<file path="config.mk">
export PLATFORM = sky130hd
export DESIGN_NAME = bitmap_block_allocator_flat
export DESIGN_NICKNAME = d
export VERILOG_FILES = /design/src/rtl/bba_pkg.sv /design/src/rtl/bba_channels.sv /design/src/rtl/bitmap_block_allocator.sv /design/src/rtl/bba_ctrl.sv /design/src/rtl/bba_dpath.sv /design/src/flat_wrapper.sv
export VERILOG_INCLUDE_DIRS = /design/src /design/src/rtl
export SDC_FILE = /design/constraint.sdc
export NUM_CORES = 2
export LEC_CHECK = 0
export ABC_AREA = 1
export BUFFER_PORTS_ARGS = -buffer_cell sky130_fd_sc_hd__buf_2
export CAP_MARGIN = 10
export CORE_MARGIN = 2
export CORE_UTILIZATION = 55
export CTS_CLUSTER_DIAMETER = 50
export DETAILED_ROUTE_END_ITERATION = 6
export PLACE_DENSITY_LB_ADDON = 0.15
export SLEW_MARGIN = 20
export SYNTH_ARGS = -nofsm -noshare
export SYNTH_HDL_FRONTEND = slang
export SYNTH_SLANG_ARGS = --single-unit
</file>
<file path="constraint.sdc">
create_clock -name clock -period 26.7 [get_ports clock]
set_clock_uncertainty 0.05 [all_clocks]
set_input_delay 1.335 -clock clock [delete_from_list [all_inputs] [get_ports clock]]
set_output_delay 1.335 -clock clock [all_outputs]
set_load 0.02 [all_outputs]
</file>
<file path="src/rtl/assert_macros.svh">
// assertion macros shared by the allocator rtl
`ifndef ASSERT_MACROS_SVH
`define ASSERT_MACROS_SVH

// same-cycle implication
`define BBA_ASSERT_IMP(name, clk, rst, pre, post) \
   name: assert property (@(posedge clk) disable iff (rst) (pre) |-> (post)) \
      else $error("%m: implication failed");

// next-cycle implication
`define BBA_ASSERT_NXT(name, clk, rst, pre, post) \
   name: assert property (@(posedge clk) disable iff (rst) (pre) |=> (post)) \
      else $error("%m: next-cycle implication failed");

`endif

</file>
<file path="src/rtl/bba_pkg.sv">
// package with types and constants of the bitmap block allocator
`timescale 1ns / 1ps
package bba_pkg;

   localparam int DEF_BLOCK_COUNT = 4096;
   localparam int DEF_BLOCK_BYTES = 64;
   localparam int WORD_BITS       = 32;
   localparam int BIT_W           = $clog2(WORD_BITS);
   localparam int OFS_W           = 20;
   localparam int STATUS_W        = 2;
   localparam int INDEX_W         = 12;

   localparam logic KIND_ALLOC = 1'b0;
   localparam logic KIND_FREE  = 1'b1;

   typedef enum logic [STATUS_W-1:0] {
      STS_ALLOCATED = 2'd0,
      STS_FULL      = 2'd1,
      STS_FREED     = 2'd2,
      STS_INVALID   = 2'd3
   } status_type;

   typedef struct packed {
      logic clear;
      logic accept;
      logic div1;
      logic div2;
      logic read;
      logic modify;
      logic load_out;
   } cmd_type;

   typedef struct packed {
      logic clear_last;
      logic in_alloc;
      logic in_any_free;
      logic in_neg;
      logic div_ok;
      logic out_free;
   } sts_type;

endpackage

</file>
<file path="src/rtl/bba_channels.sv">
// request and response channel interfaces of the allocator
`timescale 1ns / 1ps
interface bba_req_if import bba_pkg::*; ();
   logic                    valid;
   logic                    ready;
   logic                    kind;
   logic signed [OFS_W-1:0] free_offset;

   modport source (output valid, output kind, output free_offset, input ready);
   modport sink   (input valid, input kind, input free_offset, output ready);
endinterface

interface bba_rsp_if import bba_pkg::*; ();
   logic                valid;
   logic                ready;
   logic [STATUS_W-1:0] status;
   logic [INDEX_W-1:0]  block_index;

   modport source (output valid, output status, output block_index, input ready);
   modport sink   (input valid, input status, input block_index, output ready);
endinterface

</file>
<file path="src/rtl/bitmap_block_allocator.sv">
// top level of the bitmap fixed-size block allocator, first fit
// allocate: accept, bitmap read, read-modify-write, output load
// free: the same, with the reciprocal divide of the byte offset between accept and read
// pool full or negative offset: accept, output load; offset past the pool or
// misaligned: accept, divide, output load. reset: synchronous; a clearing pass
// of one bitmap word per cycle runs after reset, during which no request is taken
`timescale 1ns / 1ps
module bitmap_block_allocator import bba_pkg::*; #(
   parameter int BLOCK_COUNT = DEF_BLOCK_COUNT,
   parameter int BLOCK_BYTES = DEF_BLOCK_BYTES
) (
   input logic      clock,
   input logic      reset,
   bba_req_if.sink  req_if,
   bba_rsp_if.source rsp_if
);

   cmd_type cmd;
   sts_type sts;
   logic    req_ready;

   bba_ctrl u_ctrl (
      .clock     (clock),
      .reset     (reset),
      .req_valid (req_if.valid),
      .req_ready (req_ready),
      .sts       (sts),
      .cmd       (cmd)
   );

   bba_dpath #(
      .BLOCK_COUNT (BLOCK_COUNT),
      .BLOCK_BYTES (BLOCK_BYTES)
   ) u_dpath (
      .clock           (clock),
      .reset           (reset),
      .cmd             (cmd),
      .sts             (sts),
      .req_kind        (req_if.kind),
      .req_free_offset (req_if.free_offset),
      .rsp_ready       (rsp_if.ready),
      .rsp_valid       (rsp_if.valid),
      .rsp_status      (rsp_if.status),
      .rsp_block_index (rsp_if.block_index)
   );

   assign req_if.ready = req_ready;

endmodule

</file>
<file path="src/rtl/bba_ctrl.sv">
// controller state machine of the allocator
`timescale 1ns / 1ps
`include "assert_macros.svh"
module bba_ctrl import bba_pkg::*; (
   input  logic    clock,
   input  logic    reset,
   input  logic    req_valid,
   output logic    req_ready,
   input  sts_type sts,
   output cmd_type cmd
);

   typedef enum logic [6:0] {
      ST_CLEAR  = 7'b0000001,
      ST_IDLE   = 7'b0000010,
      ST_DIV1   = 7'b0000100,
      ST_DIV2   = 7'b0001000,
      ST_READ   = 7'b0010000,
      ST_MODIFY = 7'b0100000,
      ST_DONE   = 7'b1000000
   } state_type;

   state_type state_ff;
   state_type state_in;

   always_comb begin
      state_in = state_ff;
      case (state_ff)
         ST_CLEAR: begin
            if (sts.clear_last) state_in = ST_IDLE;
         end
         ST_IDLE: begin
            if (req_valid) begin
               if (sts.in_alloc) begin
                  state_in = sts.in_any_free ? ST_READ : ST_DONE;
               end else begin
                  state_in = sts.in_neg ? ST_DONE : ST_DIV1;
               end
            end
         end
         ST_DIV1: begin
            state_in = ST_DIV2;
         end
         ST_DIV2: begin
            state_in = sts.div_ok ? ST_READ : ST_DONE;
         end
         ST_READ: begin
            state_in = ST_MODIFY;
         end
         ST_MODIFY: begin
            state_in = ST_DONE;
         end
         ST_DONE: begin
            if (sts.out_free) state_in = ST_IDLE;
         end
         default: begin
            state_in = ST_CLEAR;
         end
      endcase
   end

   always_ff @(posedge clock) begin
      if (reset) begin
         state_ff <= ST_CLEAR;
      end else begin
         state_ff <= state_in;
      end
   end

   assign req_ready    = (state_ff == ST_IDLE);
   assign cmd.clear    = (state_ff == ST_CLEAR);
   assign cmd.accept   = (state_ff == ST_IDLE) && req_valid;
   assign cmd.div1     = (state_ff == ST_DIV1);
   assign cmd.div2     = (state_ff == ST_DIV2);
   assign cmd.read     = (state_ff == ST_READ);
   assign cmd.modify   = (state_ff == ST_MODIFY);
   assign cmd.load_out = (state_ff == ST_DONE) && sts.out_free;

   `BBA_ASSERT_NXT(a_busy_after_accept, clock, reset, cmd.accept, state_ff != ST_IDLE)

endmodule

</file>
<file path="src/rtl/bba_dpath.sv">
// datapath of the allocator: bitmap memory, full-word summary, offset divide, output register
`timescale 1ns / 1ps
`include "assert_macros.svh"
module bba_dpath import bba_pkg::*; #(
   parameter int BLOCK_COUNT = DEF_BLOCK_COUNT,
   parameter int BLOCK_BYTES = DEF_BLOCK_BYTES
) (
   input  logic                    clock,
   input  logic                    reset,
   input  cmd_type                 cmd,
   output sts_type                 sts,
   input  logic                    req_kind,
   input  logic signed [OFS_W-1:0] req_free_offset,
   input  logic                    rsp_ready,
   output logic                    rsp_valid,
   output logic [STATUS_W-1:0]     rsp_status,
   output logic [INDEX_W-1:0]      rsp_block_index
);

   localparam int MAP_WORDS = (BLOCK_COUNT + WORD_BITS - 1) / WORD_BITS;
   localparam int WORD_AW   = (MAP_WORDS > 1) ? $clog2(MAP_WORDS) : 1;
   localparam int IDX_W     = WORD_AW + BIT_W;
   localparam int MAG_W     = OFS_W - 1;
   localparam int LOG2B     = $clog2(BLOCK_BYTES);
   localparam int SHIFT     = MAG_W + LOG2B;
   localparam int RECIP_W   = MAG_W + 1;
   localparam int PROD_W    = MAG_W + RECIP_W;
   localparam logic [63:0] RECIP_FULL = (64'd1 << SHIFT) / 64'(BLOCK_BYTES);
   localparam logic [RECIP_W-1:0] RECIP = RECIP_FULL[RECIP_W-1:0];
   localparam logic [MAG_W-1:0] BYTES_M = MAG_W'(BLOCK_BYTES);
   localparam logic [MAG_W-1:0] COUNT_M = MAG_W'(BLOCK_COUNT);
   localparam int LAST_BITS = BLOCK_COUNT - WORD_BITS * (MAP_WORDS - 1);
   localparam logic [WORD_BITS:0] LAST_ONES = (33'd1 << LAST_BITS) - 33'd1;
   localparam logic [WORD_BITS-1:0] PAD_MASK = ~LAST_ONES[WORD_BITS-1:0];
   localparam logic [WORD_AW-1:0] LAST_WORD = WORD_AW'(MAP_WORDS - 1);

   logic [WORD_BITS-1:0] mem [MAP_WORDS];

   logic                 kind_ff;
   logic [MAG_W-1:0]     ofs_ff;
   logic [MAG_W-1:0]     q0_ff;
   logic [WORD_AW-1:0]   word_ff;
   logic [BIT_W-1:0]     bit_ff;
   logic [WORD_BITS-1:0] rd_ff;
   status_type           res_status_ff;
   logic [IDX_W-1:0]     res_idx_ff;
   logic [MAP_WORDS-1:0] full_ff;
   logic [WORD_AW-1:0]   clr_addr_ff;
   logic                 out_valid_ff;
   logic                 out_valid_in;
   status_type           out_status_ff;
   logic [IDX_W-1:0]     out_idx_ff;

   logic [WORD_AW-1:0]   first_word;
   logic [PROD_W-1:0]    recip_prod;
   logic [MAG_W-1:0]     back_prod;
   logic [MAG_W-1:0]     rem0;
   logic                 rem_over;
   logic [MAG_W-1:0]     quot;
   logic [MAG_W-1:0]     rem;
   logic [WORD_BITS-1:0] masked;
   logic [BIT_W-1:0]     first_bit;
   logic [BIT_W-1:0]     sel_bit;
   logic [WORD_BITS-1:0] sel_mask;
   logic [WORD_BITS-1:0] new_word;
   logic                 we;
   logic [WORD_AW-1:0]   wa;
   logic [WORD_BITS-1:0] wd;

   // lowest word with a free block
   always_comb begin
      first_word = '0;
      for (int w = MAP_WORDS - 1; w >= 0; w--) begin
         if (!full_ff[w]) first_word = WORD_AW'(w);
      end
   end

   // offset / block size by reciprocal, then one correction step
   assign recip_prod = PROD_W'(ofs_ff) * PROD_W'(RECIP);
   assign back_prod  = MAG_W'(PROD_W'(q0_ff) * PROD_W'(BYTES_M));
   assign rem0       = ofs_ff - back_prod;
   assign rem_over   = (rem0 >= BYTES_M);
   assign quot       = rem_over ? (q0_ff + MAG_W'(1)) : q0_ff;
   assign rem        = rem_over ? (rem0 - BYTES_M) : rem0;

   // bits past the pool end count as used
   assign masked = rd_ff | ((word_ff == LAST_WORD) ? PAD_MASK : '0);

   always_comb begin
      first_bit = '0;
      for (int b = WORD_BITS - 1; b >= 0; b--) begin
         if (!masked[b]) first_bit = BIT_W'(b);
      end
   end

   assign sel_bit  = (kind_ff == KIND_ALLOC) ? first_bit : bit_ff;
   assign sel_mask = {{(WORD_BITS-1){1'b0}}, 1'b1} << sel_bit;
   assign new_word = (kind_ff == KIND_ALLOC) ? (rd_ff | sel_mask) : (rd_ff & ~sel_mask);

   assign we = cmd.clear || cmd.modify;
   assign wa = cmd.clear ? clr_addr_ff : word_ff;
   assign wd = cmd.clear ? '0 : new_word;

   always_ff @(posedge clock) begin
      if (we) mem[wa] <= wd;
      if (cmd.read) rd_ff <= mem[word_ff];
   end

   always_ff @(posedge clock) begin
      if (cmd.accept) begin
         kind_ff       <= req_kind;
         ofs_ff        <= req_free_offset[MAG_W-1:0];
         word_ff       <= first_word;
         res_status_ff <= (req_kind == KIND_ALLOC) ? STS_FULL : STS_INVALID;
         res_idx_ff    <= '0;
      end
      if (cmd.div1) begin
         q0_ff <= MAG_W'(recip_prod >> SHIFT);
      end
      if (cmd.div2) begin
         word_ff <= WORD_AW'(quot >> BIT_W);
         bit_ff  <= quot[BIT_W-1:0];
      end
      if (cmd.modify) begin
         res_status_ff <= (kind_ff == KIND_ALLOC) ? STS_ALLOCATED : STS_FREED;
         res_idx_ff    <= {word_ff, sel_bit};
      end
      if (cmd.load_out) begin
         out_status_ff <= res_status_ff;
         out_idx_ff    <= res_idx_ff;
      end
   end

   assign out_valid_in = cmd.load_out ? 1'b1 : (rsp_ready ? 1'b0 : out_valid_ff);

   always_ff @(posedge clock) begin
      if (reset) begin
         full_ff      <= '0;
         clr_addr_ff  <= '0;
         out_valid_ff <= 1'b0;
      end else begin
         out_valid_ff <= out_valid_in;
         if (cmd.clear) clr_addr_ff <= clr_addr_ff + WORD_AW'(1);
         if (cmd.modify) begin
            full_ff[word_ff] <= (kind_ff == KIND_ALLOC) ? (&(new_word | masked)) : 1'b0;
         end
      end
   end

   assign sts.clear_last  = (clr_addr_ff == LAST_WORD);
   assign sts.in_alloc    = (req_kind == KIND_ALLOC);
   assign sts.in_any_free = ~(&full_ff);
   assign sts.in_neg      = req_free_offset[OFS_W-1];
   assign sts.div_ok      = (rem == '0) && (quot < COUNT_M);
   assign sts.out_free    = !out_valid_ff || rsp_ready;

   assign rsp_valid       = out_valid_ff;
   assign rsp_status      = out_status_ff;
   assign rsp_block_index = INDEX_W'(out_idx_ff);

   `BBA_ASSERT_IMP(a_no_overwrite, clock, reset, cmd.load_out, !out_valid_ff || rsp_ready)
   `BBA_ASSERT_IMP(a_alloc_has_room, clock, reset, cmd.modify && (kind_ff == KIND_ALLOC),
                   !(&masked))

endmodule

</file>
<file path="src/flat_wrapper.sv">
// flat-port wrapper written by rule: the top's interface ports become plain ports
module bitmap_block_allocator_flat import bba_pkg::*;
#(
   parameter int BLOCK_COUNT = DEF_BLOCK_COUNT,
   parameter int BLOCK_BYTES = DEF_BLOCK_BYTES
)
  (clock, reset, req_if_valid, req_if_kind, req_if_free_offset, req_if_ready, rsp_if_valid, rsp_if_status, rsp_if_block_index, rsp_if_ready);
  bba_req_if req_if_i ();
  bba_rsp_if rsp_if_i ();
  input logic clock;
  input logic reset;
  input wire logic [$bits(req_if_i.valid)-1:0] req_if_valid;
  input wire logic [$bits(req_if_i.kind)-1:0] req_if_kind;
  input wire logic [$bits(req_if_i.free_offset)-1:0] req_if_free_offset;
  output wire logic [$bits(req_if_i.ready)-1:0] req_if_ready;
  output wire logic [$bits(rsp_if_i.valid)-1:0] rsp_if_valid;
  output wire logic [$bits(rsp_if_i.status)-1:0] rsp_if_status;
  output wire logic [$bits(rsp_if_i.block_index)-1:0] rsp_if_block_index;
  input wire logic [$bits(rsp_if_i.ready)-1:0] rsp_if_ready;
  assign req_if_i.valid = req_if_valid;
  assign req_if_i.kind = req_if_kind;
  assign req_if_i.free_offset = req_if_free_offset;
  assign req_if_ready = req_if_i.ready;
  assign rsp_if_valid = rsp_if_i.valid;
  assign rsp_if_status = rsp_if_i.status;
  assign rsp_if_block_index = rsp_if_i.block_index;
  assign rsp_if_i.ready = rsp_if_ready;
  bitmap_block_allocator #(.BLOCK_COUNT(BLOCK_COUNT), .BLOCK_BYTES(BLOCK_BYTES)) u_core (.clock(clock), .reset(reset), .req_if(req_if_i), .rsp_if(rsp_if_i));
endmodule
</file>
# Word-level counts from Yosys, hierarchy flattened
# Memories as Yosys holds them, arrays and structs flattened. A register that Yosys moved wholly into a read port is not among the register bits.
# Index checks and enable logic that the tools add are counted.
# totals
regBits	216
ramBits	4096
inputBits	25
elab_cells	242
memories	1
# op_classes
n_addsub	4
order_cmp	4
n_eq_ne	11
n_shift	1
muxes	190
bitwise	4
n_reduce_logical	14
# mem_list
name	words	width	read_ports	rd_clocked_by_memory_dff	wr	line	text
u_core.u_dpath.mem	128	32	1	1	1	bba_dpath.sv:37	logic [WORD_BITS-1:0] mem [MAP_WORDS];
# ops
cell	n
2-to-1 mux 7 bit	138
2-to-1 mux 5 bit	33
bitwise mux 128 bit	1
AND reduction 128 bit	1
2-to-1 mux 32 bit	2
OR 32 bit	2
case mux 7 bit (7 select lines)	1
AND 32 bit	1
inverter 32 bit	1
AND reduction 32 bit	1
left shift 1 x 5 -> 32 bit (first input constant)	1
2-to-1 mux 12 bit	2
greater-or-equal comparator 19 x 7 -> 1 bit (second input constant)	1
logical NOT 19 bit	1
2-to-1 mux 19 bit	1
subtractor 19 bit	1
subtractor 19 x 7 -> 19 bit (second input constant)	1
adder 13 x 1 -> 14 bit (second input constant)	1
== test 7 bit (second input constant)	2
less-than comparator 14 x 13 -> 1 bit (second input constant)	1
2-to-1 mux 14 bit	1
less-than comparator 7 x 8 -> 1 bit (second input constant)	1
2-to-1 mux 2 bit	4
adder 7 x 1 -> 7 bit (second input constant)	1
16 further kinds	28

# Depth between registers and ports, before layout
# logic_depth
depth_word	130
mapped_depth	129
mapped_depth_nobuf	129

# Modules after synthesis
# From an unflattened synthesis, not the netlist that was laid out.
# hier_totals
cells_unflattened	10259
area_unflattened_um2	161494.9
# by_module_without_submodules
mod	instances	cells_each	area_each_um2	seq_area_each_um2
bba_dpath	1	10175	160948.1	128873.6
bba_ctrl	1	84	546.8	140.1

# Worst setup path after synthesis
# No wires, ideal clock.
# synth_timing
path_type	reg-to-reg
startpoint	reg u_core.u_dpath.rd_ff[31] (netlist: u_core.u_dpath.masked[31]) (read register of u_core.u_dpath.mem)
endpoint	mem u_core.u_dpath.mem[0][0], data pin
arrival_ps	7642
t_required_ps	25421
path_slack_ps	17779
stages_incl_launch_ff	24
n_path_buf	0
synth_period_minus_slack_ps	8921
path_cell_list	edfxtp_1 -> o21ai_0 -> a21oi_1 -> o21ai_0 -> a21boi_0 -> o21ai_0 -> a21oi_1 -> o21ai_0 -> a21boi_0 -> o21ai_0 -> nand2_1 -> a21oi_1 -> o21ai_0 -> a21oi_1 -> o21ai_0 -> a21oi_1 -> o211ai_1 -> nand2_1 -> nor2_1 -> nand2_1 -> nor2_1 -> nand2_1 -> nor2_1 -> a211oi_1
# synth_between
elab_chain_len	38
elab_cells_between_ends	39
classes_between	1 x shift; 35 x mux; 3 x bitwise
# synth_rtl
element	line	text
from (decl)	bba_dpath.sv:44	logic [WORD_BITS-1:0] rd_ff;
2-to-1 mux 5 bit (*) (32 in a row)	bba_dpath.sv:92	if (!masked[b]) first_bit = BIT_W'(b);
2-to-1 mux 5 bit (*)	bba_dpath.sv:96	assign sel_bit = (kind_ff == KIND_ALLOC) ? first_bit : bit_ff;
left shift 1 x 5 -> 32 bit (*)	bba_dpath.sv:97	assign sel_mask = {{(WORD_BITS-1){1'b0}}, 1'b1} << sel_bit;
inverter 32 bit	bba_dpath.sv:98	assign new_word = (kind_ff == KIND_ALLOC) ? (rd_ff | sel_mask) : (rd_ff & ~sel_mask);
AND 32 bit	bba_dpath.sv:98	
2-to-1 mux 32 bit (*)	bba_dpath.sv:98	
2-to-1 mux 32 bit (*)	bba_dpath.sv:102	assign wd = cmd.clear ? '0 : new_word;
named net u_core.u_dpath.wd[0]	bba_dpath.sv:68	logic [WORD_BITS-1:0] wd;
to (decl)	bba_dpath.sv:37	
# Mark *: on every way through the listed nets, which the timed path passes. The rest lies on a longest branch.

# Final worst setup path
# layout_timing
startpoint	reg u_core.u_dpath.full_ff[127]
endpoint	reg u_core.u_dpath.word_ff[0], data pin
# layout_between
elab_chain_len	130
# layout_rtl
element	line	text
from (decl)	bba_dpath.sv:47	logic [MAP_WORDS-1:0] full_ff;
from (signal, indexed assignment)	bba_dpath.sv:145	full_ff[word_ff] <= (kind_ff == KIND_ALLOC) ? (&(new_word | masked)) : 1'b0;
2-to-1 mux 7 bit (128 in a row)	bba_dpath.sv:74	if (!full_ff[w]) first_word = WORD_AW'(w);
2-to-1 mux 7 bit	bba_dpath.sv:110	if (cmd.accept) begin
2-to-1 mux 7 bit	bba_dpath.sv:120	if (cmd.div2) begin
to (signal assigned)	bba_dpath.sv:113	word_ff <= first_word;
to (signal assigned)	bba_dpath.sv:121	word_ff <= WORD_AW'(quot >> BIT_W);
to (decl)	bba_dpath.sv:42	logic [WORD_AW-1:0] word_ff;
# Every way passes these cells. The select of a mux whose other input is x is not followed.
# A chain may end at the register's enable or synchronous reset.

==> results.toml <==
[timing]
worst_slack_ns = 19.49
rsz0062_at_grt = "false"
timing.final.max_slew_violations = 0
setup-tns-final_ns = 0
max_freq_mhz = 139
max-slew-margin-rel_pct = 12.0
final_hold_viol_count = 0
tightestPinTransition_ns = 1.32
fin_hold_ws_ns = 0.368
finalSetupViolations = 0
period_needed_ns = 7.21
period_share_pct = 27.0

[synth]
synth-edff-count = 4201
synth_fa_ha_area_share_pct = 0.136
synth_top_family_by_area = "compound AO/OA/AOI/OAI gates"
synth_cell_types = 50
netlist_area_um2 = 161000
seq_area_frac_synth_pct = 79.9
yosys.area_share.simple_pct = 7.71
syn_nets = 10300
async_reset_ff_share_pct = 0
synth_area_per_cell_um2 = 15.7
ys_seq_elements = 4344
synth_compound_area_share_pct = 10.3
synthMuxAreaShare_pct = 0
yosysWarningCount = 0
ys.flop_type = "edfxtp_1"
synth-xor-area-share_pct = 0.130
syn_inst = 10300

[final_layout]
final_nets = 10600
utilization_pct = 63.0
drive_gt1_share_pct = 11.6
final_common_cell = "edfxtp_1"
layout_common_cells = "edfxtp_1 (4201), nand2_1 (1777), a22oi_1 (625)"
syn_to_final_growth_pct = 13.8

[setup_path]
arrival_ns = 7.88
worst_path_largest_cell_delay_ns = 0.35
startpoint_type = "flop"
worstPathRequired_ns = 27.37
path_max_fanout = 3
cp_num_buf_inv = 1
crit_family = "simple AND/OR/NAND/NOR gates"
cpMostUsedCell = "nand2_1"
critical_path_class = "reg -> reg"
critPathSlowestCell = "dfxtp_1"
cp-end-kind = "flop"

[clocking]
cts_tree = "yes"
hold_buffers = 0
clk_pin_slew_worst_paths_ns = 0.06
clockBufferDepth = 4
cts_made_buffers = 453
htree_num_levels = 5
ctsResizeCount = 0
post_cts_buffers = 0
clk_latency_ns = 1.00
cts_root_buf = "clkbuf_16"
cts_sinks = 4344

[die]
num_io_pins = 41
die_y_um = 546
start_util_pct = 55.4
die_area_um2 = 298000
dieWidth_um = 546
core_area_um2 = 292000
rows = 198

[global_routing]
antenna_found_initial = 32
grt_max_degree = 134
grt_first_pass_wirelength_um = 710000
grt_util_all_layers_pct = 33.4
grt_pass1_vias = 93400
grt_overflow = 0

[placement]
io_buffers = 40
post-place-ws_ns = 19.56
dp_hpwl_um = 286000
gp_congestion = 0.956

[power_and_ir_drop]
power.density_nw_per_um2 = 88.1
p_int_uw = 12100
power.total_uw = 16200
power_leakage_uw = 0.0594
swShare_pct = 25.6
pwr-share-seq_pct = 51.2
p_sw_uw = 4150
p_comb_share_pct = 10.1
clock_power_share_pct = 38.7
peakVddDrop_mv = 0.0787

[routing]
drt-initial-drc-count = 15500
drc = 0
wl_per_cell_um = 34.2
drtPass1Iterations = 6
viasPerCell = 6.72
wirelength_um = 508000
postRouteAntennaNets = 0
vias = 100000

[hold_path]
hold_class = "reg -> reg"

[run_status]
status = "completed"

[job]
drv_cap = 0
## area by class of cell
type / instances / area [um^2]
clock buffer: 542 / 11800
sequential: 4344 / 129000
multi-input combinational: 5176 / 31000
fill: 20700 / 108000
timing repair buffer: 407 / 3270
tap: 3900 / 4880
inverter: 209 / 800
clock inverter: 290 / 3120
antenna: 8 / 20.0
## Yosys cell counts, drive strengths merged, types with 2 or more instances
cell type | n | area share (%)
nand2 | 1780 | 4.1
o21bai | 6 | 0.028
xor2 | 20 | 0.11
o41ai | 6 | 0.033
nor3 | 32 | 0.099
nor2 | 511 | 1.2
a31oi | 34 | 0.13
clkinv | 10 | 0.023
a22oi | 625 | 2.9
a211oi | 9 | 0.042
o31ai | 4 | 0.019
a22o | 453 | 2.5
o21ai | 188 | 0.58
a41oi | 15 | 0.081
nor4 | 23 | 0.089
nand4 | 491 | 1.9
clkbuf | 408 | 0.95
xnor2 | 4 | 0.022
nand3 | 87 | 0.27
o32ai | 2 | 0.011
ha | 16 | 0.12
o221ai | 6 | 0.033
a221oi | 532 | 2.9
o22ai | 12 | 0.046
a21boi | 2 | 0.0093
o211ai | 10 | 0.046
a2bb2oi | 2 | 0.011
edfxtp | 4201 | 78
dfxtp | 143 | 1.8
inv | 199 | 0.46
or2 | 3 | 0.012
o2111ai | 9 | 0.049
a32o | 14 | 0.087
a21oi | 267 | 0.83
buf | 158 | 0.37
## stage by stage
step,std cells,area [um^2]
after floorplan,10300,161000
after global placement,14000,169000
after detailed placement,14000,169000
after CTS,14900,184000
after global routing,14900,184000
final,14900,184000
## kinds of logic (layout without fill, tap and decap cells)
logic type,count (synthesis),after routing
flops,4344,4344
simple gates,2930,2930
compound gates,2205,2205
buf+inv,775,1448
xor+xnor,24,24
fa+ha+maj,17,17
other cells,0,8
## power by group through the flow
stage | logic, uW | clock network [uW] | registers, uW
2_1_floorplan | 601 | 0 | 8520
3_3_place_gp | 1540 | 0 | 8430
3_5_place_dp | 1580 | 0 | 8440
4_1_cts | 1580 | 6310 | 8300
5_1_grt | 1670 | 6570 | 8310
6_report | 1630 | 6270 | 8300
## routing by layer
metal | GRT usage, % | wire length (um) | vias up
met4 | 14.2 | 24000 | 18
met3 | 8.19 | 65100 | 961
met5 | 0 | 118 | -
met2 | 49.2 | 225000 | 6782
met1 | 47.7 | 194000 | 51000
li1 | - | - | 41300
## state kept, by name, summed over array words and instances, names as in the netlist, 7 cells and up
register and count:
u_core.u_dpath.clr_addr_ff 7, u_core.u_dpath.rsp_block_index 12, u_core.u_dpath.ofs_ff 19, u_core.u_ctrl.state_ff 7, u_core.u_dpath.res_idx_ff 12, u_core.u_dpath.word_ff 7, u_core.u_dpath.full_ff 128, u_core.u_dpath.masked 32
u_core.u_dpath.q0_ff 13, u_core.u_dpath.mem 4096
## final timing paths
check / depth (start not counted) / slack, ns / end / startpoint
worst min register to register: 0 / 0.37 / u_core.u_dpath.rsp_block_index[6] / u_core.u_dpath.res_idx_ff[6]
worst max-delay path: 129 / 19.49 / u_core.u_dpath.word_ff[0] / u_core.u_dpath.full_ff[127]
worst max register to register: 129 / 19.49 / u_core.u_dpath.word_ff[0] / u_core.u_dpath.full_ff[127]
worst min-delay path: 0 / 0.37 / u_core.u_dpath.rsp_block_index[6] / u_core.u_dpath.res_idx_ff[6]
(Power assumes the default switching activity.)
